**src/hdl/rpac_pkg.sv**
```systemverilog
// rpac_pkg: shared types, constants and the arctangent table for the point rotator
// used by rpac_prep, rpac_cell, rpac_post and rotate_point_about_center
// no dependencies
package rpac_pkg;

    localparam int CORDIC_STAGES_DEF = 24;
    localparam int FRACTION_BITS_DEF = 16;

    localparam int COORD_W = 32;
    localparam int ANGLE_W = 20;
    localparam int DIFF_W  = 33;
    localparam int PHASE_W = 32;
    localparam int GUARD_BITS = 8;
    // datapath width covers rotated offsets scaled by guard bits plus cordic growth
    localparam int XW = 43;

    // 2^40 / (2*pi), rounded
    localparam logic signed [38:0] RAD_TO_TURN = 39'sd174992710548;
    // 1/K in Q30
    localparam logic signed [30:0] INV_GAIN = 31'sd652032874;
    localparam int GAIN_SHIFT = 30 - GUARD_BITS;

    localparam logic signed [35:0] SUM_MAX = 36'sd2147483647;
    localparam logic signed [35:0] SUM_MIN = -36'sd2147483648;

    // one word in flight along the cordic chain
    typedef struct packed {
        logic                       valid;
        logic signed [XW-1:0]       x;
        logic signed [XW-1:0]       y;
        logic signed [PHASE_W-1:0]  z;
        logic signed [COORD_W-1:0]  cx;
        logic signed [COORD_W-1:0]  cy;
    } cdata_t;

    // atan(2^-i) in phase units, 2^32 per turn
    function automatic logic [PHASE_W-1:0] atan_turn(input logic [4:0] idx);
        logic [PHASE_W-1:0] val;
        case (idx)
            5'd0:    val = 32'd536870912;
            5'd1:    val = 32'd316933406;
            5'd2:    val = 32'd167458907;
            5'd3:    val = 32'd85004756;
            5'd4:    val = 32'd42667331;
            5'd5:    val = 32'd21354465;
            5'd6:    val = 32'd10679838;
            5'd7:    val = 32'd5340245;
            5'd8:    val = 32'd2670163;
            5'd9:    val = 32'd1335087;
            5'd10:   val = 32'd667544;
            5'd11:   val = 32'd333772;
            5'd12:   val = 32'd166886;
            5'd13:   val = 32'd83443;
            5'd14:   val = 32'd41722;
            5'd15:   val = 32'd20861;
            5'd16:   val = 32'd10430;
            5'd17:   val = 32'd5215;
            5'd18:   val = 32'd2608;
            5'd19:   val = 32'd1304;
            5'd20:   val = 32'd652;
            5'd21:   val = 32'd326;
            5'd22:   val = 32'd163;
            5'd23:   val = 32'd81;
            5'd24:   val = 32'd41;
            5'd25:   val = 32'd20;
            5'd26:   val = 32'd10;
            5'd27:   val = 32'd5;
            5'd28:   val = 32'd3;
            5'd29:   val = 32'd1;
            5'd30:   val = 32'd1;
            default: val = 32'd0;
        endcase
        return val;
    endfunction

endpackage

```
**src/hdl/rpac_post.sv**
```systemverilog
// rpac_post: drops the guard bits, adds the center back and saturates
// registered result word with strobe; uses rpac_pkg
module rpac_post (
    input  logic                                clk,
    input  logic                                rst_n,
    input  rpac_pkg::cdata_t                    in_word,
    output logic                                done,
    output logic signed [rpac_pkg::COORD_W-1:0] rotated_x,
    output logic signed [rpac_pkg::COORD_W-1:0] rotated_y,
    output logic                                saturated
);
    import rpac_pkg::*;

    localparam int RW = XW - GUARD_BITS;
    localparam logic signed [XW-1:0] RND = XW'(1) <<< (GUARD_BITS - 1);

    logic                      done_reg;
    logic signed [COORD_W-1:0] rx_reg, ry_reg;
    logic                      sat_reg;

    logic signed [RW-1:0]      xr, yr;
    logic signed [35:0]        sx, sy;
    logic signed [COORD_W-1:0] rx_next, ry_next;
    logic                      satx, saty;

    always_comb
    begin
        xr = RW'((in_word.x + RND) >>> GUARD_BITS);
        yr = RW'((in_word.y + RND) >>> GUARD_BITS);
        sx = 36'(xr) + 36'(in_word.cx);
        sy = 36'(yr) + 36'(in_word.cy);
        satx = 1'b1;
        saty = 1'b1;
        if (sx > SUM_MAX)
            rx_next = COORD_W'(SUM_MAX);
        else if (sx < SUM_MIN)
            rx_next = COORD_W'(SUM_MIN);
        else
        begin
            rx_next = COORD_W'(sx);
            satx    = 1'b0;
        end
        if (sy > SUM_MAX)
            ry_next = COORD_W'(SUM_MAX);
        else if (sy < SUM_MIN)
            ry_next = COORD_W'(SUM_MIN);
        else
        begin
            ry_next = COORD_W'(sy);
            saty    = 1'b0;
        end
    end

    always_ff @(posedge clk or negedge rst_n)
    begin
        if (!rst_n)
            done_reg <= 1'b0;
        else
            done_reg <= in_word.valid;
    end

    always_ff @(posedge clk)
    begin
        rx_reg  <= rx_next;
        ry_reg  <= ry_next;
        sat_reg <= satx | saty;
    end

    assign done      = done_reg;
    assign rotated_x = rx_reg;
    assign rotated_y = ry_reg;
    assign saturated = sat_reg;

endmodule

```
**config.mk**
```make
export PLATFORM = sky130hd
export DESIGN_NAME = rpac_post
export DESIGN_NICKNAME = d
export VERILOG_FILES = /design/src/hdl/rpac_pkg.sv /design/src/hdl/rpac_post.sv
export SDC_FILE = /design/constraint.sdc
export NUM_CORES = 1
export LEC_CHECK = 0
export BUFFER_PORTS_ARGS = -buffer_cell sky130_fd_sc_hd__buf_4
export CORE_UTILIZATION = 55
export DETAILED_ROUTE_END_ITERATION = 10
export PLACE_DENSITY = 0.86
export SYNTH_ARGS = -nofsm -noshare
export SYNTH_HDL_FRONTEND = slang
export SYNTH_SLANG_ARGS = --single-unit
```
**constraint.sdc**
```tcl
create_clock -name clk -period 0.9 [get_ports clk]
set_input_delay 0.135 -clock clk [delete_from_list [all_inputs] [get_ports clk]]
set_output_delay 0.135 -clock clk [all_outputs]
set_load 0.1 [all_outputs]
```
==> results of run 1 <==
## synth_stat cells (all sizes together), types with 8 or more instances
cell type / instances / area share, %
nand4: 21 / 1.9
nor3: 11 / 0.81
dfxtp: 65 / 19
nand3: 41 / 3.0
nor2: 55 / 3.1
nand2: 72 / 4.0
and3: 19 / 1.8
o21bai: 8 / 0.89
inv: 30 / 1.7
a21o: 55 / 6.1
xnor2: 79 / 10
ha: 74 / 14
a31oi: 9 / 0.92
a21oi: 82 / 6.3
o21ai: 63 / 4.8
nor2b: 10 / 0.92
o211ai: 11 / 1.4
nand2b: 8 / 0.74
xor2: 51 / 6.6
buf: 17 / 1.6
## through the flow
stage,cell area (um^2),setup slack [ns]
3_5_place_dp,10700,-3.40
3_3_place_gp,10700,-3.04
2_1_floorplan,7060,-2.87
## logic make-up after synthesis
family	count (synthesis)	share of synthesized area [%]
multiplexers	1	0.148
AO/OA/AOI/OAI	271	26.2
flip-flops	66	19.6
buffers and inverters	54	3.70
AND/OR/NAND/NOR	263	19.2
adder cells (fa/ha/maj)	76	14.3
XOR/XNOR	130	16.8
==> results.md, run 1 <==
- Outcome: did not finish
- Stop stage: clock tree synthesis (4_1_cts)
- Err: [ERROR DPL-0038] Utilization greater than 100%, impossible to legalize
- Post-synth EDFFs: 0
- CTS Hold Bufs: 2
- Syn Area/Cell: 7.86 um^2
- Root Buffer Master: clkbuf_16
- HPWL after DPL: 21800 um
- CTS Sinks: 66
- Num CTS Buffers: 9
- Buffers added on ports: about 200
- # IOs: roughly 250
- Starting Density: a little under three fifths
- H-tree Lvls: 3
- Cells after Synth: about 860
- Yosys Warn Count: 0
- Post-cts resize count: about 280
- Async SR Flop Fraction: about 1.5%
- Mapped Area: between 6000 and 7000 um^2
- # placed instances: between 1000 and 1500
- Post-synth net total: 1122
- RD Place Congestion: approximately 0.93
- # rows: 40
- Die Ht: roughly 110 um
- #FFs+latches synth: 66
- Main flop type after synthesis: dfxtp_1
- Clock Path Buffers: 2
- Library cells used by synthesis: 71
- Postcts setup bufs: 33
- Die width: 113 um
- Register area share after synthesis: between 10% and 20%
==> run 2, diff against run 1 <==
- CORE_UTILIZATION: 55 -> 40
- PLACE_DENSITY: 0.86 -> unset
- PLACE_DENSITY_LB_ADDON: unset -> 0.15
==> run 2 against run 1 <==
Effect of this change: the flow now finishes, with violations (negative setup slack); synthesized cell count unchanged; synthesized area unchanged.
==> results.md, run 2 <==
- HPWL after DPL: 18000 um (-17%)
- Final setup viols: around 130
- Initial detailed-routing violation count: 400
- Min-Delay Path Class: in -> reg
- Power per cell area: between 1500 and 2000 nW/um^2
- Die width: 132 um (+17%)
- Worst hold slack: between 0.15 and 0.2 ns
- DR vias/cell: approximately 5.2
- Placed cell area: 10900 um^2 (+1.5%)
- Final worst slack: -2.81 ns
- First-pass GRT wire length: between 30000 and 40000 um
- Area grow syn2layout: 92.7%
- Worst-Margin Slew: roughly 0.5 ns
- Slew Limit Fails: 0
- Vias in the first global route: approximately 8400
- Setup CP Type: in -> reg
- Largest net degree at the start of global routing: 27
- Peak supply drop: between 1 and 1.5 mV
- RD Place Congestion: 0.880 (-5.6%)
- Initial antenna violation count: 0
- Fmax: roughly 270 MHz
- Buffers added on ports: 204 (unchanged)
- #FFs+latches synth: 66 (unchanged)
- Num CTS Buffers: 9 (unchanged)
- Final period util: 413%
- Commonest non-fill, non-tap cells in the layout: 446 x buf_4, 72 x xnor2_1, 70 x ha_1, 70 x buf_12, 69 x a21oi_1
- CTS Sinks: 66 (unchanged)
- Post-synth EDFFs: 0 (unchanged)
- Pre-antenna DRT Iters: 5
- Clock period minus worst slack: between 3 and 4 ns
- Cells after Synth: 861 (unchanged)
- Clock Path Buffers: 2 (unchanged)
- Top post-synthesis cells by area: dfxtp_1 19%, ha_1 14%, xnor2_1 10%
- Min-delay src: in_word[32]
- Async SR Flop Fraction: 1.52% (unchanged)
- Core Region: roughly 17000 um^2
- # IOs: 251 (unchanged)
- Failing checks: negative setup slack
- Post-layout instance area: about 13000 um^2
- CTS tree: built
- Critical path fanouts, max: 13
- Yosys Warn Count: 0 (unchanged)
- RSZ-0062 raised after global routing: true
- Root Buffer Master: clkbuf_16
- Clock Pin Slew Worst Setup and Hold Paths: approximately 0.060 ns
- Via count: 8434
- Max-cap violations: 0
- Total GRT Usage: approximately 28%
- Main flop type after synthesis: dfxtp_1
- Die area: ~17000 um^2
- GR Overflow Total: 0
- Drt drc: 0
- Outcome: finished, violations left
- Req. time, crit path: about 1.1 ns
- Layout Nets: approximately 1700
- Most frequent cell after synthesis: xnor2_1
- Most instantiated cells after synthesis: 79 x xnor2_1, 78 x a21oi_1, 74 x ha_1
- # rows: 47 (+18%)
- Wirelength per Cell: 15.9 um
- Worst endpoint data arrival time: ~3.9 ns
- ANT cells: 0
- H-tree Lvls: 3 (unchanged)
- Synth top area share: 19.2% (unchanged)
- Relative slew margins: approximately two thirds
- Post-synth net total: 1122 (unchanged)
- Library cells used by synthesis: 71 (unchanged)
- Syn Area/Cell: 7.86 um^2 (unchanged)
- Post-route ant nets: 0
- Mapped Area: 6770 um^2 (unchanged)
- Leakage: just over 6 nW
- Crit start category: input port
- Crit path launch: in_word[105]
- Most common cell after layout, fill and taps aside: buf_4
- Starting Density: 41.0% (-15 points)
- Ratio of cells with drive above 1 in the final layout: a little over half
- Dominant cell type by area after synthesis: dfxtp_1
- Final Hold Viols: 0
- Register area share after synthesis: 19.6% (unchanged)
- DRT Wirelength: 25700 um
- Setup crit end kind: flop
- Die Ht: 132 um (+17%)
## run 2: cell counts after synthesis
Identical to the previous run, type by type.
## run 2: metal layers
| metal | share of wire [%] | wire length [um] | vias to the layer above | GRT usage [%] |
|---|---|---|---|---|
| li1 | - | - | 4207 | - |
| met1 | 41 | 10500 | 3936 | 32.7 |
| met2 | 52 | 13400 | 234 | 50.9 |
| met3 | 3.4 | 870 | 57 | 2.61 |
| met4 | 3.8 | 975 | 0 | 11.8 |
| met5 | 0 | 0 | - | 0 |
## run 2: path summary, 6_finish.rpt
check	to	slack, ns	cells after the start
min in group asynchronous	done	0.17	2
hold / removal	rotated_x[0]	0.15	3
setup / recovery	rotated_y[5]	-2.81	19
max in group asynchronous	done	0.64	2
## run 2: power by group
part | switching (mW) | internal (mW) | total, mW
clock network | 1.33 | 2.42 | 3.76
registers | 0.643 | 3.78 | 4.42
logic | 8.63 | 6.47 | 15.1
total | 10.6 | 12.7 | 23.3
## run 2: cell type report
class,count,area (um^2)
Inverter,30,113
Clock inverter,5,78.8
Multi-Input combinational cell,744,5790
Fill cell,1143,3490
Sequential cell,66,1430
Tap cell,220,275
Clock buffer,11,233
Timing Repair Buffer,544,5120
## run 2: critical path, cell delays in order
cell and delay [ns]:
buf_8 0.08, nand3_4 0.08, nor2_4 0.12, and3_4 0.20
nand4_1 0.18, nor2_4 0.19, and4_4 0.29, and3_4 0.21
nand4_1 0.14, xnor2_1 0.17, ha_1 0.30, nand4_1 0.11
or4_4 0.44, o31ai_4 0.24, xor2_1 0.25, and2_4 0.20
a31oi_4 0.14, buf_12 0.18, o21ai_0 0.25
## run 2: repair_timing
action	4_1_cts	5_1_grt
pin swaps	44	25
resized for setup	259	59
hold buffers	2	0
cloned	5	5
endpoints found under the hold margin	2	0
setup buffers	28	10
endpoints found under the setup margin	131	131
## run 2: per-stage QoR
step                cells  setup TNS, ns  utilization [%]  total power [mW]  setup WS (ns)
floorplan             861        -171.61                -              12.3          -2.87
global placement     1554        -198.49             66.0              16.1          -3.20
detailed placement   1554        -202.27             66.0              16.2          -3.29
CTS                  1605        -173.61             76.2              22.6          -2.67
global route         1620        -193.31             78.9              24.2          -2.99
finish               1620        -181.26             78.9              23.3          -2.81
## run 2: kinds of logic after synthesis
| group | Yosys count | share of synthesized area [%] |
|---|---|---|
| flops | 66 | 19.6 |
| fa+ha+maj | 76 | 14.3 |
| buf+inv | 54 | 3.70 |
| compound gates | 271 | 26.2 |
| mux | 1 | 0.148 |
| xor+xnor | 130 | 16.8 |
| simple gates | 263 | 19.2 |
(Power assumes the default switching activity.)
==> run 3, diff against run 2 <==
- CELL_PAD_IN_SITES_DETAIL_PLACEMENT: unset -> 1
- CELL_PAD_IN_SITES_GLOBAL_PLACEMENT: unset -> 1
- CORE_UTILIZATION: 40 -> 39
==> run 3 against run 2 <==
Effect of this change: synthesized cell count did not move; synthesized area unchanged; the flow now stops in clock tree synthesis (4_1_cts).
==> results.md, run 3 <==
- Outcome: did not finish
- Stop stage: clock tree synthesis (4_1_cts)
- Err: [ERROR DPL-0033] detailed placement checks failed during check placement.
- Post-synth net total: 1122 (unchanged)
- Num CTS Buffers: 9 (unchanged)
- # IOs: 251 (unchanged)
- Library cells used by synthesis: 71 (unchanged)
- Root Buffer Master: clkbuf_16
- Main flop type after synthesis: dfxtp_1
- Most instantiated cells after synthesis: 79 x xnor2_1, 78 x a21oi_1, 74 x ha_1
- HPWL after DPL: 26600 um (+47%)
- Top post-synthesis cells by area: dfxtp_1 19%, ha_1 14%, xnor2_1 10%
- H-tree Lvls: 3 (unchanged)
- # rows: 47 (unchanged)
- Clock Path Buffers: 2 (unchanged)
- Synth top area share: 19.2% (unchanged)
- Syn Area/Cell: 7.86 um^2 (unchanged)
- Yosys Warn Count: 0 (unchanged)
- Placed cell area: 11000 um^2 (+0.53%)
- Cells after Synth: 861 (unchanged)
- Post-synth EDFFs: 0 (unchanged)
- Pre-CTS WS: -3.39 ns (-0.0955 ns)
- RD Place Congestion: 0.859 (-2.3%)
- #FFs+latches synth: 66 (unchanged)
- Postcts setup bufs: 57 (+100%)
- Dominant cell type by area after synthesis: dfxtp_1
- CTS Hold Bufs: 2 (unchanged)
- Register area share after synthesis: 19.6% (unchanged)
- Async SR Flop Fraction: 1.52% (unchanged)
- Die width: 134 um (+1.3%)
- Most frequent cell after synthesis: xnor2_1
- Buffers added on ports: 204 (unchanged)
- Starting Density: 40.4% (-0.57 points)
- Mapped Area: 6770 um^2 (unchanged)
- Die Ht: 134 um (+1.3%)
- Post-cts resize count: 351 (+36%)
- CTS Sinks: 66 (unchanged)
==> run 3: cell counts after synthesis <==
No cell type changed its count.
==> run 3: cell families after synthesis <==
| group | share of synthesized area, % |
|---|---|
| AO/OA/AOI/OAI | 26.2 |
| buffers and inverters | 3.70 |
| AND/OR/NAND/NOR | 19.2 |
| adder cells (fa/ha/maj) | 14.3 |
| flip-flops | 19.6 |
| multiplexers | 0.148 |
| XOR/XNOR | 16.8 |
==> run 3: metrics by stage <==
step                setup TNS [ns]  hold slack [ns]  instances
global placement           -194.52          -0.0899       1560
floorplan                  -171.61           -0.161        861
detailed placement         -212.30          -0.0881       1560
