**src/hdl/rpac_pkg.sv**
```systemverilog
// rpac_pkg: shared types, constants and the arctangent table for the point rotator
// used by rpac_prep, rpac_cell, rpac_post and rotate_point_about_center
// no dependencies
package rpac_pkg;

    localparam int CORDIC_STAGES_DEF = 24;
    localparam int FRACTION_BITS_DEF = 16;

    localparam int COORD_W = 32;
    localparam int ANGLE_W = 20;
    localparam int DIFF_W  = 33;
    localparam int PHASE_W = 32;
    localparam int GUARD_BITS = 8;
    // datapath width covers rotated offsets scaled by guard bits plus cordic growth
    localparam int XW = 43;

    // 2^40 / (2*pi), rounded
    localparam logic signed [38:0] RAD_TO_TURN = 39'sd174992710548;
    // 1/K in Q30
    localparam logic signed [30:0] INV_GAIN = 31'sd652032874;
    localparam int GAIN_SHIFT = 30 - GUARD_BITS;

    localparam logic signed [35:0] SUM_MAX = 36'sd2147483647;
    localparam logic signed [35:0] SUM_MIN = -36'sd2147483648;

    // one word in flight along the cordic chain
    typedef struct packed {
        logic                       valid;
        logic signed [XW-1:0]       x;
        logic signed [XW-1:0]       y;
        logic signed [PHASE_W-1:0]  z;
        logic signed [COORD_W-1:0]  cx;
        logic signed [COORD_W-1:0]  cy;
    } cdata_t;

    // atan(2^-i) in phase units, 2^32 per turn
    function automatic logic [PHASE_W-1:0] atan_turn(input logic [4:0] idx);
        logic [PHASE_W-1:0] val;
        case (idx)
            5'd0:    val = 32'd536870912;
            5'd1:    val = 32'd316933406;
            5'd2:    val = 32'd167458907;
            5'd3:    val = 32'd85004756;
            5'd4:    val = 32'd42667331;
            5'd5:    val = 32'd21354465;
            5'd6:    val = 32'd10679838;
            5'd7:    val = 32'd5340245;
            5'd8:    val = 32'd2670163;
            5'd9:    val = 32'd1335087;
            5'd10:   val = 32'd667544;
            5'd11:   val = 32'd333772;
            5'd12:   val = 32'd166886;
            5'd13:   val = 32'd83443;
            5'd14:   val = 32'd41722;
            5'd15:   val = 32'd20861;
            5'd16:   val = 32'd10430;
            5'd17:   val = 32'd5215;
            5'd18:   val = 32'd2608;
            5'd19:   val = 32'd1304;
            5'd20:   val = 32'd652;
            5'd21:   val = 32'd326;
            5'd22:   val = 32'd163;
            5'd23:   val = 32'd81;
            5'd24:   val = 32'd41;
            5'd25:   val = 32'd20;
            5'd26:   val = 32'd10;
            5'd27:   val = 32'd5;
            5'd28:   val = 32'd3;
            5'd29:   val = 32'd1;
            5'd30:   val = 32'd1;
            default: val = 32'd0;
        endcase
        return val;
    endfunction

endpackage

```
**src/hdl/rpac_prep.sv**
```systemverilog
// rpac_prep: front end of the rotator, four stages
// offset, angle to phase, quadrant fold and gain compensation; uses rpac_pkg
module rpac_prep #(
    parameter int FRACTION_BITS = rpac_pkg::FRACTION_BITS_DEF
) (
    input  logic                                   clk,
    input  logic                                   rst_n,
    input  logic                                   in_valid,
    input  logic signed [rpac_pkg::COORD_W-1:0]    center_x,
    input  logic signed [rpac_pkg::COORD_W-1:0]    center_y,
    input  logic signed [rpac_pkg::COORD_W-1:0]    point_x,
    input  logic signed [rpac_pkg::COORD_W-1:0]    point_y,
    input  logic signed [rpac_pkg::ANGLE_W-1:0]    angle,
    output rpac_pkg::cdata_t                       out
);
    import rpac_pkg::*;

    localparam logic [1:0] QUAD_0 = 2'd0;
    localparam logic [1:0] QUAD_1 = 2'd1;
    localparam logic [1:0] QUAD_2 = 2'd2;
    localparam logic [1:0] QUAD_3 = 2'd3;
    localparam logic signed [63:0] PHASE_RND = 64'sd1 <<< (FRACTION_BITS + 7);
    localparam logic signed [63:0] GAIN_RND = 64'sd1 <<< (GAIN_SHIFT - 1);

    // stage 1
    logic                      v1_reg;
    logic signed [DIFF_W-1:0]  dx1_reg, dy1_reg;
    logic signed [63:0]        prod1_reg;
    logic signed [COORD_W-1:0] cx1_reg, cy1_reg;
    // stage 2
    logic                      v2_reg;
    logic signed [DIFF_W-1:0]  qx2_reg, qy2_reg;
    logic signed [PHASE_W-1:0] z2_reg;
    logic signed [COORD_W-1:0] cx2_reg, cy2_reg;
    // stage 3
    logic                      v3_reg;
    logic signed [63:0]        gx3_reg, gy3_reg;
    logic signed [PHASE_W-1:0] z3_reg;
    logic signed [COORD_W-1:0] cx3_reg, cy3_reg;
    // stage 4
    logic                      v4_reg;
    logic signed [XW-1:0]      x4_reg, y4_reg;
    logic signed [PHASE_W-1:0] z4_reg;
    logic signed [COORD_W-1:0] cx4_reg, cy4_reg;

    logic signed [63:0]        phase_sum;
    logic [PHASE_W-1:0]        phase;
    logic [PHASE_W-1:0]        phase_bias;
    logic [1:0]                quad;
    logic signed [DIFF_W-1:0]  qx_next, qy_next;
    logic signed [PHASE_W-1:0] z_next;
    logic signed [63:0]        gx_sum, gy_sum;

    always_comb
    begin
        phase_sum  = prod1_reg + PHASE_RND;
        phase      = PHASE_W'(phase_sum >>> (FRACTION_BITS + 8));
        phase_bias = phase + 32'h2000_0000;
        quad       = phase_bias[PHASE_W-1:PHASE_W-2];
        z_next     = signed'(phase - {quad, 30'd0});
        case (quad)
            QUAD_0:
            begin
                qx_next = dx1_reg;
                qy_next = dy1_reg;
            end
            QUAD_1:
            begin
                qx_next = -dy1_reg;
                qy_next = dx1_reg;
            end
            QUAD_2:
            begin
                qx_next = -dx1_reg;
                qy_next = -dy1_reg;
            end
            QUAD_3:
            begin
                qx_next = dy1_reg;
                qy_next = -dx1_reg;
            end
            default:
            begin
                qx_next = dx1_reg;
                qy_next = dy1_reg;
            end
        endcase
        gx_sum = gx3_reg + GAIN_RND;
        gy_sum = gy3_reg + GAIN_RND;
    end

    always_ff @(posedge clk or negedge rst_n)
    begin
        if (!rst_n)
        begin
            v1_reg <= 1'b0;
            v2_reg <= 1'b0;
            v3_reg <= 1'b0;
            v4_reg <= 1'b0;
        end
        else
        begin
            v1_reg <= in_valid;
            v2_reg <= v1_reg;
            v3_reg <= v2_reg;
            v4_reg <= v3_reg;
        end
    end

    always_ff @(posedge clk)
    begin
        dx1_reg   <= DIFF_W'(point_x) - DIFF_W'(center_x);
        dy1_reg   <= DIFF_W'(point_y) - DIFF_W'(center_y);
        prod1_reg <= 64'(angle) * 64'(RAD_TO_TURN);
        cx1_reg   <= center_x;
        cy1_reg   <= center_y;

        qx2_reg   <= qx_next;
        qy2_reg   <= qy_next;
        z2_reg    <= z_next;
        cx2_reg   <= cx1_reg;
        cy2_reg   <= cy1_reg;

        gx3_reg   <= 64'(qx2_reg) * 64'(INV_GAIN);
        gy3_reg   <= 64'(qy2_reg) * 64'(INV_GAIN);
        z3_reg    <= z2_reg;
        cx3_reg   <= cx2_reg;
        cy3_reg   <= cy2_reg;

        x4_reg    <= XW'(gx_sum >>> GAIN_SHIFT);
        y4_reg    <= XW'(gy_sum >>> GAIN_SHIFT);
        z4_reg    <= z3_reg;
        cx4_reg   <= cx3_reg;
        cy4_reg   <= cy3_reg;
    end

    assign out = {v4_reg, x4_reg, y4_reg, z4_reg, cx4_reg, cy4_reg};

endmodule

```
**config.mk**
```make
export PLATFORM = sky130hd
export DESIGN_NAME = rpac_prep
export DESIGN_NICKNAME = d
export VERILOG_FILES = /design/src/hdl/rpac_pkg.sv /design/src/hdl/rpac_prep.sv
export SDC_FILE = /design/constraint.sdc
export NUM_CORES = 2
export LEC_CHECK = 0
export BUFFER_PORTS_ARGS = -buffer_cell sky130_fd_sc_hd__buf_2
export CAP_MARGIN = 0
export CORE_AREA = 5 5 340 342
export CTS_CLUSTER_DIAMETER = 30
export DETAILED_ROUTE_END_ITERATION = 8
export DIE_AREA = 0 0 345 347
export PLACE_DENSITY_LB_ADDON = 0.3
export SLEW_MARGIN = 10
export SYNTH_ARGS = -nofsm -noshare
export SYNTH_HDL_FRONTEND = slang
export SYNTH_SLANG_ARGS = --single-unit
export TNS_END_PERCENT = 1
```
**constraint.sdc**
```tcl
create_clock -name clk -period 8.73 [get_ports clk]
set_input_delay 1.746 -clock clk [delete_from_list [all_inputs] [get_ports clk]]
set_output_delay 1.746 -clock clk [all_outputs]
set_load 0.02 [all_outputs]
```
# Word-level counts from Yosys, hierarchy flattened
# Index checks and enable logic that the tools add are counted.
totals:
  mem_bits_rw: 0
  latch_bits: 0
  mem_bits_ro: 0
  input_bits: 151
  register_bits: 752
  wordCells: 42
  n_memories: 0
  out_inout_bits: 183
classes:
  eq_ne: 3
  shifts: 0
  n_lt_le_gt_ge: 0
  bitwise: 0
  n_mux: 2
  reduce_logical: 1
  div_mod_pow: 0
  addsub: 9
  mul: 3
op_table:
  columns: ["cell", "n"]
  rows:
  - ["$pmux 33 s4", 2]
  - ["$add 64x23->64 const B", 2]
  - ["$mul 33x30->63 const B", 2]
  - ["$neg 33->33", 2]
  - ["$sub 32x32->33", 2]
  - ["$add 56x25->56 const B", 1]
  - ["$mul 20x37->54 const B", 1]
  - ["$add 32x30->32 const B", 1]
  - ["$sub 32x32->32", 1]
  - ["$eq 2x2->1 const B", 2]
  - ["$eq 2x1->1 const B", 1]
  - ["$logic_not 2->1", 1]

# Depth between registers and ports, before layout
logic_depth:
  word_depth: 4
  depth_mapped: 29
  ltp_nobuf: 28

# Worst setup path after synthesis
# OpenSTA, ideal clock, no wires.
synth_timing:
  kind: "input to register"
  from: "input port angle[9] in the netlist's numbering"
  to: "register prod1_reg[33]"
  setup_ns: 0.072
  path_buffers: 0
  setup_slack_ns: 0.935
  arrival_time_ns: 7.723
  required_ns: 8.658
  path_stages: 22
  cell_sequence: "inv_1 > fa_1 > fa_1 > inv_1 > fa_1 > inv_1 > fa_1 > inv_1 > fa_1 > fa_1 > ha_1 > ha_1 > a21o_1 > a21o_1 > a2111oi_0 > o21ai_0 > a31oi_1 > o21ai_0 > a21boi_0 > nor2_1 > a311oi_1 > xnor2_1"
synth_via:
  elab_chain_cells: 1
synth_lines:
  columns: ["item", "line", "source"]
  rows:
  - ["from (decl)", "rpac_prep.sv:13", "input logic signed [rpac_pkg::ANGLE_W-1:0] angle,"]
  - ["$mul 20x37->54", "rpac_prep.sv:114", "prod1_reg <= 64'(angle) * 64'(RAD_TO_TURN);"]
  - ["to (signal assigned)", "rpac_prep.sv:114", null]
  - ["to (decl)", "rpac_prep.sv:28", "logic signed [63:0] prod1_reg;"]
# Every way passes these cells.

# Worst setup path in the final report
layout_timing:
  from: "register qx2_reg[16]"
  to: "register gx3_reg[61]"
layout_via:
  elab_chain_cells: 1
layout_lines:
  columns: ["item", "line", "source"]
  rows:
  - ["from (decl)", "rpac_prep.sv:32", "logic signed [DIFF_W-1:0] qx2_reg, qy2_reg;"]
  - ["from (signal assigned)", "rpac_prep.sv:118", "qx2_reg <= qx_next;"]
  - ["$mul 33x30->63", "rpac_prep.sv:124", "gx3_reg <= 64'(qx2_reg) * 64'(INV_GAIN);"]
  - ["to (signal assigned)", "rpac_prep.sv:124", null]
  - ["to (decl)", "rpac_prep.sv:37", "logic signed [63:0] gx3_reg, gy3_reg;"]
# Every way passes these cells.

==> key figures <==
Cells and area
  • Post-route non-filler standard cell count: 9080
  • Final nets: 9839
  • Filler cells: 8461
  • Core Util, Final: 70.9%
  • Area growth syn-to-layout: 11.3%
  • Layout cell share with drive strength beyond 1: 8.75%
  • Multi-input gate area: 50400 µm²
  • Reg area: 13900 µm²

Route
  • Drt initial violations: 3220
  • Wire per inst: 21.5 µm
  • Routed vias: 49300
  • DRC viols: 0
  • Drt via density: 5.43
  • DRT Pass-1 Iters: 5
  • Antenna Nets Post-Route: 0
  • Final wirelength: 196000 µm

Floorplanning
  • Die area: 120000 µm²
  • Initial Util: 63.7%
  • Num rows: 123
  • Core box area: 112000 µm²
  • Die height: 347 µm
  • # IOs: 334
  • Horiz. Die Dim: 345 µm

Setup path
  • Arrival time at the worst endpoint: 9.07 ns
  • Crit end category: flop
  • Crit Path Category: flop to flop
  • Reg2Reg Setup Slack: 0.27 ns
  • Reg2Reg Capture Point: gx3_reg[61]
  • Worst-path fanout max: 10
  • Reg2Reg Depth: 26
  • Setup crit start kind: flop
  • R2R Path Start: qx2_reg[16]
  • Worst EP required: 9.34 ns

Placed design
  • Final GP Congestion: 1.06
  • DP Cell Count: 8858
  • # port buffers: 333
  • Post-DP HPWL: 170000 µm

Synth
  • Top cell type's share of synthesized area: 31.4%
  • Synthesized flop and latch total: 691
  • Unique masters post-synth: 75
  • Synth Net Count: 9380
  • Post-synthesis async set-or-reset flop share: 0.579%
  • Synth warn: 0
  • Top post-synthesis cells by area: fa_1 (31%), dfxtp_1 (19%), ha_1 (19%)
  • Post-Syn Area: 71400 µm²
  • Post-synth top flop: dfxtp_1
  • Post-synth EDFFs: 0
  • Sequential-to-total area share from yosys stat: 19.4%
  • Post-synth top area cell: fa_1
  • Synth Instances: 7015
  • Synthesized area per cell: 10.2 µm²

Outcome
  • Status: finished, final reports clean

STA
  • Final critical-path required period: 8.46 ns
  • TNS Setup: 0 ns
  • Final Hold Vio Count: 0
  • Final Setup Violations: 0
  • Fin crit share: 96.9%
  • Clk_skew: 0.0757 ns
  • Rel. slew slack: 27.6%
  • Max Slew Vio Count: 0
  • Worst-margin pin slew: 1.07 ns
  • Fmax achieved: 118 MHz

Min path
  • Worst hold path depth: 0
  • Worst hold path type: flop to flop
  • Worst hold start: z2_reg[5]
  • Hold path endpoint: z3_reg[5]

Clock network
  • Clock insertion delay at the later pin of the skew report: 0.76 ns
  • Cts bufs inserted: 114
  • H-Tree Depth: 3
  • CTS Sinks: 691
  • CTS tree: done
  • Clk root buf: clkbuf_16
  • Clk buf depth: 3
  • Worst-path clk slew: 0.06 ns
  • Cts-stage hold buffer count: 0

Global route
  • GRT Residual Overflow: 0
  • Initial antenna violation count: 9
  • Vias in the first global route: 52700
  • First-pass GRT wire length: 306000 µm
  • GR Util All Layers: 33.1%
  • Largest net degree at the start of global routing: 70

Run
  • Max-Cap Viols: 0
## kinds of logic after synthesis
| kind of cell | count (synthesis) | share of synthesized area (%) |
|---|---|---|
| flops | 691 | 19.4 |
| simple gates | 805 | 5.51 |
| compound gates | 778 | 6.78 |
| xor+xnor | 577 | 7.09 |
| fa+ha+maj | 2214 | 50.6 |
| buf+inv | 1911 | 10.1 |
| mux | 39 | 0.582 |
## repair_timing
action	in CTS	in global routing
gates resized for setup	0	5
endpoints found under the setup margin	0	2
buffers inserted	0	0
## cells in the final DEF (no fill, tap or decap), types with 17 or more instances in the layout
master     synthesis  layout
nand2b_1          25      25
fa_1            1119    1119
inv_6              0      27
ha_1            1095    1094
inv_1           1838    1836
o21bai_1          41      41
buf_4              3      83
o31ai_1           17      17
xor2_1           267     266
o21a_1            21      21
nor3_1            35      35
and3_1            41      41
xnor2_1          309     309
nor2b_1           42      42
o21ai_0          140     140
and2_1            18      18
a21oi_1          286     286
mux2i_1           37      37
nand4_1           54      54
dfxtp_1          687     682
nand2_1          215     215
nand3_1           93      93
a31oi_1           24      24
buf_2              5     333
clkbuf_16          0     114
a21o_1           133     133
nor2_1           205     205
## synthesized netlist by cell type (25+ instances only)
cell,n
a21o_1,133
a21oi_1,286
and3_1,41
clkbuf_1,65
dfxtp_1,687
fa_1,1119
ha_1,1095
inv_1,1838
mux2i_1,37
nand2_1,215
nand2b_1,25
nand3_1,93
nand4_1,54
nor2_1,205
nor2b_1,42
nor3_1,35
o21ai_0,140
o21bai_1,41
xnor2_1,309
xor2_1,267
## worst max path at each step
stage | start | end | slack, ns | cells after the start
final | qx2_reg[16] | gx3_reg[61] | 0.27 | 26
after global routing | qx2_reg[16] | gx3_reg[61] | -0.05 | 26
after CTS | qy2_reg[15] | gy3_reg[61] | 0.40 | 23
after detailed placement | angle[8] | prod1_reg[33] | 0.13 | 25
after global placement | angle[8] | prod1_reg[42] | 0.17 | 25
after floorplan | angle[9] | prod1_reg[33] | 0.93 | 22
## metal layers
layer  part of all wire (%)  vias to the layer above  global-route usage (%)
li1                       -                    22800                       -
met1                     42                    24400                    44.0
met2                     46                     1730                    53.4
met3                    8.0                      414                    8.06
met4                    3.9                       10                    11.3
met5                  0.033                        -                       0
## final cells by class
cell class | instances | area share (%)
inverters | 1838 | 8.68
repair buffers | 416 | 2.88
clock buffers | 127 | 3.75
well taps | 1500 | 2.36
flip-flops and latches | 691 | 17.4
diodes | 5 | 0.0157
multi-input cells | 4413 | 63.4
clock inverters | 90 | 1.47
## per-stage QoR
stage / setup WS (ns) / hold slack (ns) / area, µm²
floorplan: 0.935 / 0.310 / 71400
CTS: 0.400 / 0.306 / 79500
global placement: 0.174 / 0.310 / 75300
finish: 0.267 / 0.306 / 79500
detailed placement: 0.134 / 0.312 / 75300
global route: -0.0518 / 0.299 / 79500
## worst max-delay path, cell delays in order, from the launching register on
cell	delay [ns]
dfxtp_1	0.74
ha_1	0.54
xor2_1	0.28
ha_1	0.23
a21oi_1	0.26
inv_1	0.08
ha_1	0.19
a21oi_1	0.29
fa_1	0.51
inv_1	0.13
fa_1	0.46
fa_1	0.47
fa_1	0.52
inv_1	0.05
fa_1	0.49
inv_1	0.04
ha_1	0.36
a21oi_1	0.16
o21ai_0	0.20
nor2_1	0.20
nand4bb_1	0.22
and4b_1	0.31
o21ba_2	0.22
o21ai_0	0.42
a31oi_1	0.30
o41ai_1	0.48
xnor2_1	0.17
Power is not shown: default switching activity piles up to over one toggle a cycle in this logic, so the estimate is an artifact.
