### config.mk
export PLATFORM = sky130hd
export DESIGN_NAME = rpac_cell
export DESIGN_NICKNAME = d
export VERILOG_FILES = /design/src/hdl/rpac_pkg.sv /design/src/hdl/rpac_cell.sv
export SDC_FILE = /design/constraint.sdc
export NUM_CORES = 1
export LEC_CHECK = 0
export ABC_CLOCK_PERIOD_IN_PS = 1440
export BUFFER_PORTS_ARGS = -buffer_cell sky130_fd_sc_hd__buf_2
export CORE_UTILIZATION = 30
export DETAILED_ROUTE_END_ITERATION = 8
export SYNTH_ARGS = -nofsm -noshare
export SYNTH_HDL_FRONTEND = slang
export SYNTH_SLANG_ARGS = --single-unit
export TNS_END_PERCENT = 30
### constraint.sdc
create_clock -name clk -period 1.44 [get_ports clk]
set_input_delay 0.072 -clock clk [delete_from_list [all_inputs] [get_ports clk]]
set_output_delay 0.072 -clock clk [all_outputs]
set_load 0.01 [all_outputs]
### src/hdl/rpac_pkg.sv
// rpac_pkg: shared types, constants and the arctangent table for the point rotator
// used by rpac_prep, rpac_cell, rpac_post and rotate_point_about_center
// no dependencies
package rpac_pkg;

    localparam int CORDIC_STAGES_DEF = 24;
    localparam int FRACTION_BITS_DEF = 16;

    localparam int COORD_W = 32;
    localparam int ANGLE_W = 20;
    localparam int DIFF_W  = 33;
    localparam int PHASE_W = 32;
    localparam int GUARD_BITS = 8;
    // datapath width covers rotated offsets scaled by guard bits plus cordic growth
    localparam int XW = 43;

    // 2^40 / (2*pi), rounded
    localparam logic signed [38:0] RAD_TO_TURN = 39'sd174992710548;
    // 1/K in Q30
    localparam logic signed [30:0] INV_GAIN = 31'sd652032874;
    localparam int GAIN_SHIFT = 30 - GUARD_BITS;

    localparam logic signed [35:0] SUM_MAX = 36'sd2147483647;
    localparam logic signed [35:0] SUM_MIN = -36'sd2147483648;

    // one word in flight along the cordic chain
    typedef struct packed {
        logic                       valid;
        logic signed [XW-1:0]       x;
        logic signed [XW-1:0]       y;
        logic signed [PHASE_W-1:0]  z;
        logic signed [COORD_W-1:0]  cx;
        logic signed [COORD_W-1:0]  cy;
    } cdata_t;

    // atan(2^-i) in phase units, 2^32 per turn
    function automatic logic [PHASE_W-1:0] atan_turn(input logic [4:0] idx);
        logic [PHASE_W-1:0] val;
        case (idx)
            5'd0:    val = 32'd536870912;
            5'd1:    val = 32'd316933406;
            5'd2:    val = 32'd167458907;
            5'd3:    val = 32'd85004756;
            5'd4:    val = 32'd42667331;
            5'd5:    val = 32'd21354465;
            5'd6:    val = 32'd10679838;
            5'd7:    val = 32'd5340245;
            5'd8:    val = 32'd2670163;
            5'd9:    val = 32'd1335087;
            5'd10:   val = 32'd667544;
            5'd11:   val = 32'd333772;
            5'd12:   val = 32'd166886;
            5'd13:   val = 32'd83443;
            5'd14:   val = 32'd41722;
            5'd15:   val = 32'd20861;
            5'd16:   val = 32'd10430;
            5'd17:   val = 32'd5215;
            5'd18:   val = 32'd2608;
            5'd19:   val = 32'd1304;
            5'd20:   val = 32'd652;
            5'd21:   val = 32'd326;
            5'd22:   val = 32'd163;
            5'd23:   val = 32'd81;
            5'd24:   val = 32'd41;
            5'd25:   val = 32'd20;
            5'd26:   val = 32'd10;
            5'd27:   val = 32'd5;
            5'd28:   val = 32'd3;
            5'd29:   val = 32'd1;
            5'd30:   val = 32'd1;
            default: val = 32'd0;
        endcase
        return val;
    endfunction

endpackage

### src/hdl/rpac_cell.sv
// rpac_cell: one cordic micro-rotation with its pipeline register
// shift amount and arctangent fixed by IDX; uses rpac_pkg
module rpac_cell #(
    parameter int IDX = 0
) (
    input  logic             clk,
    input  logic             rst_n,
    input  rpac_pkg::cdata_t in_word,
    output rpac_pkg::cdata_t out_word
);
    import rpac_pkg::*;

    localparam logic signed [PHASE_W-1:0] ATAN = signed'(atan_turn(5'(IDX)));

    logic                      valid_reg;
    logic signed [XW-1:0]      x_reg, y_reg;
    logic signed [PHASE_W-1:0] z_reg;
    logic signed [COORD_W-1:0] cx_reg, cy_reg;
    cdata_t                    word_next;
    logic signed [XW-1:0]      xs, ys;

    always_comb
    begin
        xs        = in_word.x >>> IDX;
        ys        = in_word.y >>> IDX;
        word_next = in_word;
        if (!in_word.z[PHASE_W-1])
        begin
            word_next.x = in_word.x - ys;
            word_next.y = in_word.y + xs;
            word_next.z = in_word.z - ATAN;
        end
        else
        begin
            word_next.x = in_word.x + ys;
            word_next.y = in_word.y - xs;
            word_next.z = in_word.z + ATAN;
        end
    end

    always_ff @(posedge clk or negedge rst_n)
    begin
        if (!rst_n)
            valid_reg <= 1'b0;
        else
            valid_reg <= word_next.valid;
    end

    always_ff @(posedge clk)
    begin
        x_reg  <= word_next.x;
        y_reg  <= word_next.y;
        z_reg  <= word_next.z;
        cx_reg <= word_next.cx;
        cy_reg <= word_next.cy;
    end

    assign out_word = {valid_reg, x_reg, y_reg, z_reg, cx_reg, cy_reg};

endmodule

Word level (Yosys, flattened, before mapping)
Index checks and enable logic that the tools add are counted.
Widths: inputs -> output; s select.
Operators by class
  add/subtract/negate cells: 5
  multiply operators: 0
  div/mod/pow operators: 0
  magnitude comparators: 0
  eq/ne operators: 0
  shift operators: 0
  multiplexer cells: 1
  bitwise logic cells: 0
  reduce and logical (&&, ||, !) cells: 0
Operator list (count)
  $mux 118: 1
  $sub 43x43->43: 2
  $add 43x43->43: 1
  $add 32x31->32 const B: 1
  $sub 32x31->32 const B: 1
Storage, ports and cells
  flip-flop bits (word level): 183
  bits in latches: 0
  RAM bits: 0
  bits in read-only memories: 0
  bits of input ports: 185
  output and inout port bits: 183
  word-level logic and storage cells: 12
  memories: 0

Depth between registers and ports, before layout
Gate-level depths: netlist (run 1).
  depth after elaboration: 2
  depth in mapped cells: 12
  gate-level depth less buffers: 11

Worst setup path before layout (run 1)
OpenSTA, ideal clock, no wires.
  kind: input-to-reg
  start: in in_word[96] (netlist name)
  end: reg y_reg[32]
  setup time: 0.130 ns
  arrival: 2.318 ns
  data required time: 1.310 ns
  setup slack: -1.008 ns
  stages: 11
  path buffers: 0
  cell sequence: ha_1 fa_1 nor2b_2 o221ai_2 a211o_1 o311ai_1 a21oi_1 o21bai_1 o41ai_1 a21oi_1 xnor2_1
RTL lines
  from (decl): line rpac_cell.sv:8  | input rpac_pkg::cdata_t in_word,
  to (signal assigned): line rpac_cell.sv:52  | y_reg <= word_next.y;
  to (decl): line rpac_cell.sv:16  | logic signed [XW-1:0] x_reg, y_reg;

==> reports/qor.yml, run 1 <==
yosysSeqAreaShare_pct: 31.6
cts.clk_slew.worst_paths_ns: 0.09
ant_nets: 0
worstSetupStartpointType: "primary input"
cts_tree: "done"
nets: 2710
critPathKind: "primary input to flip-flop"
period_needed_ns: 2.24
drv_cap: 0
viasPerCell: 4.94
synthCells: 1418
crit_start: "in_word[103]"
min_path_type: "primary input to flip-flop"
synth_area_um2: 11500
grt_usage_pct: 28.3
period_share_pct: 156
hold_start: "in_word[181]"
synth-xor-area-share_pct: 6.30
p_per_area_nw_per_um2: 918
setup_viol: 71
core_area_um2: 37800
crit_arrival_ns: 2.59
grt_pass1_wl_um: 84200
gp_congestion: 0.980
netlist.area_leader.share_pct: 31.4
synth_edf_count: 0
wl_per_cell_um: 19.5
start_util_pct: 30.6
slew_headroom_pct: 55.1
synth.avg_cell_area_um2: 8.14
largest_reg_flops: 43
yosysTopAreaCell: "dfxtp_1"
n_antenna_cell: 0
required_ns: 1.79
synth_mux_area_share_pct: 1.82
synth_compound_gate_area_share_pct: 26.5
synth_top_family_by_area: "compound AO/OA/AOI/OAI gates"
grt_max_degree: 43
portBuffers: 367
grt_setup_unrepaired: "true"
grt_overflow_total: 0
routed_wl_um: 56900
cts_buffers: 17
drtPass1Iterations: 5
synth_area_leaders: "dfxtp_1 (31%), ha_1 (14%), a21oi_1 (7.9%)"
drc: 0
fillers: 3433
first_global_vias: 14700
cp_max_fo: 6
cts_buffer_depth: 2
finalHoldViolCount: 0
antenna_found_initial: 1
yosys-top-cells-count: "a21oi_1 (181), dfxtp_1 (181), inv_1 (129)"
ioPinCount: 368
cts_sinks: 182
synth.net_count: 1733
fp.dieH_um: 198
pre_cts_slack_ns: -1.51
row_count: 71
synth_seq_cells: 182
violations: "setup timing"
finalSetupTns_ns: -38.65
drv_slew: 0
drive_above_1_share_pct: 50.3
outcome: "finished with violations"
via_count: 14400
cts.htree.levels: 4
tightest_slew_ns: 0.668
synth_cell_type_count: 74
synthSimpleGateAreaFrac_pct: 12.8
p_leak_nw: 10.2
die_x_um: 198
drt_iter0_drc: 897
synthArstFlopShare_pct: 0.549
worst_ir_drop_vdd_v: 0.000655
cts-root-buf: "clkbuf_16"
synth_fa_ha_area_share_pct: 14.4
max_freq_mhz: 446
hpwl_um: 45400
ys.flop_type: "dfxtp_1"
end_kind: "flip-flop"
area_delta_synth_final_pct: 85.8
setup_ws_ns: -0.800
die-area_um2: 39200
ys_warn_count: 0
## worst max-delay path: stages
cell       delay [ns]
buf_8            0.08
inv_4            0.03
ha_4             0.26
or4_4            0.54
a2bb2oi_4        0.21
o311ai_4         0.29
a41o_4           0.30
a21oi_4          0.08
o311a_1          0.40
mux2i_2          0.22
xnor2_1          0.10
## metrics by stage
stage / area [um2] / std cells / hold WS, ns / utilization [%] / power [mW]
after floorplan: 11900 / 1418 / -0.224 / - / 9.34
after global placement: 17900 / 2739 / -0.149 / 47.3 / 13.3
after detailed placement: 17900 / 2739 / -0.147 / 47.3 / 13.3
after CTS: 20600 / 2903 / 0.00277 / 54.6 / 19.2
after global routing: 21400 / 2919 / 0.0414 / 56.8 / 20.6
final: 21400 / 2919 / 0.0330 / 56.8 / 19.7
## logic make-up after synthesis
| group | after synthesis |
|---|---|
| multiplexers | 21 |
| buffers and inverters | 195 |
| flip-flops | 182 |
| AND/OR/NAND/NOR | 319 |
| adder cells (fa/ha/maj) | 130 |
| XOR/XNOR | 83 |
| AO/OA/AOI/OAI | 488 |
## power by group
group / switching (mW) / internal (mW)
sequential: 0.264 / 5.77
combinational: 4.47 / 4.18
clock: 2.46 / 2.54
total: 7.19 / 12.5
## layer usage
metal	up-vias	routed length, um	track usage, %	share of wire (%)
li1	6929	-	-	-
met1	6866	24400	35.4	43
met2	549	27300	49.0	48
met3	78	3490	4.60	6.1
met4	2	1730	9.36	3.0
met5	-	12	0	0.021
## final cells by class
class / instances / area [um2] / area share [%]
well taps: 511 / 639 / 2.98
clock buffers: 18 / 439 / 2.05
multi-input cells: 1041 / 8800 / 41.1
flip-flops and latches: 182 / 3650 / 17.0
repair buffers: 1017 / 7190 / 33.5
clock inverters: 14 / 176 / 0.823
inverters: 136 / 543 / 2.53
## layout by cell type (no fill, tap or decap), types with 11 or more instances in the layout
cell type,synthesis,layout
buf_4,2,527
buf_2,9,352
dfxtp_1,181,181
a21oi_1,181,140
inv_1,129,114
dlygate4sd3_1,0,100
ha_1,126,96
nor2_1,103,87
nand2_1,89,80
xnor2_1,76,66
o21ai_0,95,58
a21oi_2,1,36
o21bai_1,35,32
a21o_1,29,29
buf_6,1,29
o21ai_2,0,25
ha_4,0,24
mux2i_1,21,19
nand4_1,18,18
nor3_1,23,18
nand3_1,19,17
clkbuf_16,0,17
o21ai_1,9,16
inv_2,2,11
nand2b_1,12,11
nor2_2,0,11
## path summary, 6_finish.rpt
| kind | endpoint | slack (ns) | cells past startpoint |
|---|---|---|---|
| max in group asynchronous | valid_reg | 0.81 | 3 |
| hold / removal | y_reg[42] | 0.03 | 3 |
| setup / recovery | y_reg[29] | -0.80 | 11 |
| min in group asynchronous | valid_reg | 0.53 | 3 |
## repair_timing
action,CTS,global route
buffers inserted,35,19
pin swaps,73,62
gates resized for setup,199,163
endpoints found under the hold margin,100,0
hold buffers,100,0
setup endpoints to repair,71,74
Power figures use the tool's default switching activity.
==> inputs of run 2 (changes only) <==
--- a/config.mk
+++ b/config.mk
@@ -9,6 +9,7 @@
 export BUFFER_PORTS_ARGS = -buffer_cell sky130_fd_sc_hd__buf_2
 export CORE_UTILIZATION = 30
 export DETAILED_ROUTE_END_ITERATION = 8
+export PLACE_DENSITY = 0.56
 export SYNTH_ARGS = -nofsm -noshare
 export SYNTH_HDL_FRONTEND = slang
 export SYNTH_SLANG_ARGS = --single-unit
==> reports/qor.yml, run 2 (synthesized netlist as in run 1, its figures left out) <==
utilization_pct: 55.9  # -0.91 points
place_area_um2: 17900  # +0.50%
cts_buffers: 17  # unchanged
first_global_vias: 14400  # -1.7%
drv_cap: 0  # unchanged
cp_max_fo: 2  # -4
worstSetupStartpointType: "primary input"
portBuffers: 367  # unchanged
multi_input_area_um2: 8440  # -4.0%
outcome: "finished with violations"
die-area_um2: 39200  # unchanged
core_area_um2: 37800  # unchanged
fp.dieH_um: 198  # unchanged
grt_usage_pct: 28.6  # +0.35 points
power.total_mw: 19.3  # -1.9%
grt_max_degree: 55  # +28%
p_per_area_nw_per_um2: 916  # -0.27%
final_common_cell: "buf_4"
cts_tree: "done"
required_ns: 1.83  # +0.04 ns
row_count: 71  # unchanged
area_delta_synth_final_pct: 82.8
ant_nets: 0  # unchanged
layout_common_cells: "buf_4 (528), buf_2 (353), dfxtp_1 (181)"
antenna_found_initial: 4  # +3
drtPass1Iterations: 6  # +1
seqCellArea_um2: 3650  # unchanged
wl_per_cell_um: 19.6  # +0.32%
drt_iter0_drc: 698  # -22%
die_x_um: 198  # unchanged
cp_slowest_stage_delay_ns: 0.58  # +0.04 ns
cts_sinks: 182  # unchanged
start_util_pct: 30.6  # unchanged
grt_pass1_wl_um: 84500  # +0.38%
drc: 0  # unchanged
drv_slew: 0  # unchanged
period_needed_ns: 2.38  # +0.140 ns
drive_above_1_share_pct: 47.7  # -2.6 points
tightest_slew_ns: 0.779  # +0.111 ns
critPathKind: "primary input to flip-flop"
slew_headroom_pct: 48.1  # -7.0 points
worst_ir_drop_vdd_v: 0.000701  # +7.0%
fillers: 3457  # +0.70%
grt_overflow_total: 0  # unchanged
cts_buffer_depth: 2  # unchanged
ioPinCount: 368  # unchanged
grt_setup_unrepaired: "true"
routed_wl_um: 57200  # +0.46%
p_leak_nw: 10.1  # -0.70%
final_cell_area_um2: 21100  # -1.6%
setup_viol: 70  # -1.4%
min_path_type: "primary input to flip-flop"
hpwl_um: 45800  # +0.93%
gp_congestion: 0.934  # -4.8%
cts.clk_slew.worst_paths_ns: 0.09  # about the same
finalHoldViolCount: 0  # unchanged
max_freq_mhz: 420  # -5.9%
viasPerCell: 4.84  # -2.1%
period_share_pct: 165  # +9.8 points
end_kind: "flip-flop"
cts.htree.levels: 4  # unchanged
setup_ws_ns: -0.941  # -0.140 ns
violations: "setup timing"
crit_arrival_ns: 2.77  # +0.18 ns
slowest_stage: "or4_4"
crit_path_cell_trace: "buf_8 > inv_4 > ha_4 > or4_4 > a2bb2oi_4 > buf_6 > o311ai_4 > a41o_2 > a21oi_2 > buf_4 > o311a_1 > o21ai_1 > xnor2_1"
cts-root-buf: "clkbuf_16"
nets: 2710  # unchanged
via_count: 14100  # -2.0%
largest_reg_flops: 43  # unchanged
[run 2: cell count changes in the layout (fill, tap and decap cells not counted), moves of 5 or more]
cell	before	now
a21oi_1	140	151
a21oi_2	36	21
buf_6	29	22
nor2_1	87	92
nor2_2	11	6
nor4_4	5	0
o21ai_0	58	63
o21ai_1	16	22
o21ai_2	25	16
[run 2: power by group]
| group | total, mW | internal (mW) | switching [mW] |
|---|---|---|---|
| combinational | 8.48 | 4.12 | 4.36 |
| sequential | 6.01 | 5.77 | 0.243 |
| clock | 4.82 | 2.37 | 2.45 |
| total | 19.3 | 12.3 | 7.05 |
[run 2: path summary, 6_finish.rpt]
kind | cells past startpoint | slack, ns | start | to
max in group asynchronous | 3 | 0.82 | rst_n | valid_reg
min in group asynchronous | 3 | 0.50 | rst_n | valid_reg
setup / recovery | 13 | -0.94 | in_word[104] | x_reg[29]
hold / removal | 4 | 0.09 | in_word[179] | x_reg[40]
[run 2: metrics by stage]
| step | cells | worst slack [ns] | setup TNS (ns) | hold WS (ns) |
|---|---|---|---|---|
| finish | 2923 | -0.941 | -41.10 | 0.0853 |
| detailed placement | 2746 | -1.54 | -86.80 | -0.121 |
| CTS | 2906 | -0.893 | -36.43 | 0.0672 |
| floorplan | 1418 | -0.877 | -39.04 | -0.224 |
| global route | 2921 | -0.970 | -45.94 | 0.0961 |
| global placement | 2746 | -1.55 | -86.43 | -0.116 |
[run 2: timing repair]
item / CTS / global route
setup endpoints to repair: 70 / 72
pin swaps: 52 / 51
resized for setup: 197 / 76
endpoints found under the hold margin: 101 / 0
setup buffers: 29 / 16
hold buffers: 101 / 0
[run 2: per-layer routing]
metal  wire length [um]  share of wire, %  track usage, %
met2              27400                48            49.4
met5                 16             0.028               0
met1              25000                44            36.4
met3               3240               5.7            4.46
met4               1490               2.6            8.90
[run 2: worst max-delay path: cells and delay by family]
| family | cells | cell delay (ns) |
|---|---|---|
| AOI/OAI and AO/OA | 6 | 1.32 |
| xor gates and xnor gates | 1 | 0.16 |
| buffers and inverters | 4 | 0.46 |
| and+or+nand+nor | 1 | 0.58 |
| adders and majority gates | 1 | 0.19 |
[run 2: cell type report]
| class | count | area share (%) |
|---|---|---|
| Antenna cell | 4 | 0.0475 |
| Sequential cell | 182 | 17.3 |
| Tap cell | 511 | 3.03 |
| Clock buffer | 18 | 2.08 |
| Inverter | 136 | 2.56 |
| Timing Repair Buffer | 1017 | 34.2 |
| Multi-Input combinational cell | 1041 | 40.0 |
| Clock inverter | 14 | 0.736 |
==> inputs of run 3 (changes only) <==
--- a/config.mk
+++ b/config.mk
@@ -7,6 +7,7 @@
 export LEC_CHECK = 0
 export ABC_CLOCK_PERIOD_IN_PS = 1440
 export BUFFER_PORTS_ARGS = -buffer_cell sky130_fd_sc_hd__buf_2
+export CORE_MARGIN = 10
 export CORE_UTILIZATION = 30
 export DETAILED_ROUTE_END_ITERATION = 8
 export PLACE_DENSITY = 0.56
==> constraint.sdc (replaced) <==
create_clock -name clk -period 1.44 [get_ports clk]
set_input_delay 0.288 -clock clk [delete_from_list [all_inputs] [get_ports clk]]
set_output_delay 0.288 -clock clk [all_outputs]
set_load 0.01 [all_outputs]
==> reports/qor.yml, run 3 (synthesized netlist as in run 1, its figures left out) <==
area_delta_synth_final_pct: 81.5
place_area_um2: 18000  # +0.48%
ioPinCount: 368  # unchanged
slew_headroom_pct: 58.3  # +10 points
hpwl_um: 48100  # +4.9%
grt_usage_pct: 24.1  # -4.5 points
final_common_cell: "buf_4"
cts.htree.levels: 4  # unchanged
layout_common_cells: "buf_4 (513), buf_2 (357), dfxtp_1 (181)"
outcome: "finished with violations"
row_count: 71  # unchanged
cts_buffers: 17  # unchanged
violations: "setup timing"
slowest_stage: "o41a_1"
antenna_found_initial: 3  # -1
die_x_um: 216  # +9.1%
pwr-share-clk_pct: 24.6  # -0.4 points
core_area_um2: 37800  # +0.24%
wl_per_cell_um: 20.2  # +3.2%
multi_input_area_um2: 8510  # +0.79%
worst_ir_drop_vdd_v: 0.000840  # +20%
via_count: 14100  # -0.22%
period_needed_ns: 2.56  # +0.176 ns
cts-root-buf: "clkbuf_16"
switching_power_mw: 7.04  # -0.22%
drv_slew: 0  # unchanged
portBuffers: 367  # unchanged
min_path_type: "primary input to flip-flop"
max_freq_mhz: 391  # -6.9%
seqCellArea_um2: 3650  # unchanged
utilization_pct: 55.3  # -0.55 points
grt_setup_unrepaired: "true"
drc: 0  # unchanged
cts_tree: "done"
setup_ws_ns: -1.12  # -0.176 ns
die-area_um2: 46700  # +19%
nets: 2693  # -0.63%
crit_path_cell_trace: "buf_8 > ha_4 > fa_2 > nor2b_4 > o221ai_4 > a21oi_4 > a311oi_4 > o41a_1 > o21ba_4 > o41a_1 > mux2i_1 > xnor2_1"
cp_slowest_stage_delay_ns: 0.54  # -0.04 ns
drive_above_1_share_pct: 48.5  # +0.80 points
fp.dieH_um: 216  # +9.1%
fillers: 3546  # +2.6%
drtPass1Iterations: 5  # -1
required_ns: 1.78  # -0.05 ns
switching_share_pct: 36.6  # +0.070 points
gp_congestion: 0.949  # +1.6%
p_leak_nw: 10.1  # -0.69%
cp_max_fo: 4  # +2
p_per_area_nw_per_um2: 919  # +0.34%
crit_top_cell: "o41a_1"
first_global_vias: 14800  # +2.4%
start_util_pct: 30.5  # -0.072 points
cts.clk_slew.worst_paths_ns: 0.08  # about the same
critPathKind: "primary input to flip-flop"
finalHoldViolCount: 0  # unchanged
period_share_pct: 178  # +12 points
setup_viol: 76  # +8.6%
drv_cap: 0  # unchanged
viasPerCell: 4.86  # +0.43%
grt_pass1_wl_um: 88100  # +4.2%
grt_max_degree: 23  # -58%
largest_reg_flops: 43  # unchanged
tightest_slew_ns: 0.621  # -0.158 ns
intPower_mw: 12.2  # -0.52%
cts_sinks: 182  # unchanged
crit_arrival_ns: 2.90  # +0.13 ns
routed_wl_um: 58600  # +2.5%
cts_buffer_depth: 2  # unchanged
end_kind: "flip-flop"
seqPwrFrac_pct: 31.2  # about the same
final_cell_area_um2: 20900  # -0.75%
grt_overflow_total: 0  # unchanged
whs_ns: 0.0974  # +0.0121 ns
ant_nets: 0  # unchanged
comb_power_share_pct: 44.3  # +0.4 points
drt_iter0_drc: 815  # +17%
worstSetupStartpointType: "primary input"
-- run 3: worst paths after layout --
kind / start / end / depth (start not counted)
max: in_word[96] / y_reg[42] / 12
min: in_word[139] / x_reg[0] / 3
max in group asynchronous: rst_n / valid_reg / 2
min in group asynchronous: rst_n / valid_reg / 2
-- run 3: layer usage --
layer	share of wire (%)	vias up	GRT usage (%)
li1	-	6894	-
met1	44	6625	30.0
met2	47	501	40.7
met3	5.9	83	4.69
met4	2.9	2	8.48
met5	0.022	-	0
-- run 3: final cells by class --
cell class	instances	area share [%]
flip-flops and latches	182	17.4
inverters	136	2.58
clock buffers	19	2.12
repair buffers	1000	33.5
clock inverters	13	0.616
diodes	2	0.0239
multi-input cells	1041	40.7
well taps	511	3.05
-- run 3: power groups by stage --
stage	combinational (mW)	clock [mW]	sequential (mW)
floorplan	2.89	0	6.46
global placement	7.42	0	6.09
detailed placement	7.42	0	6.09
CTS	8.24	4.86	5.99
global route	9.12	5.01	6.05
finish	8.52	4.72	5.99
-- run 3: what timing repair did --
| action | 4_1_cts | 5_1_grt |
|---|---|---|
| hold buffers | 96 | 0 |
| resized for setup | 218 | 70 |
| hold endpoints to repair | 96 | 0 |
| setup buffers | 7 | 9 |
| endpoints found under the setup margin | 77 | 77 |
| pin swaps | 53 | 45 |
-- run 3: worst max-delay path, delay by kind of cell --
family | cells | cell delay [ns]
XOR/XNOR | 1 | 0.10
AND/OR/NAND/NOR | 1 | 0.18
adder cells (fa/ha/maj) | 2 | 0.36
buffers and inverters | 1 | 0.08
multiplexers | 1 | 0.18
AO/OA/AOI/OAI | 6 | 1.69
-- run 3: stage by stage --
step	setup TNS (ns)	std cells	worst slack [ns]	power, mW
floorplan	-55.99	1418	-1.09	9.35
global placement	-104.81	2762	-1.75	13.5
detailed placement	-105.64	2762	-1.75	13.5
CTS	-48.73	2896	-1.07	19.1
global route	-59.97	2904	-1.19	20.2
finish	-53.87	2904	-1.12	19.2
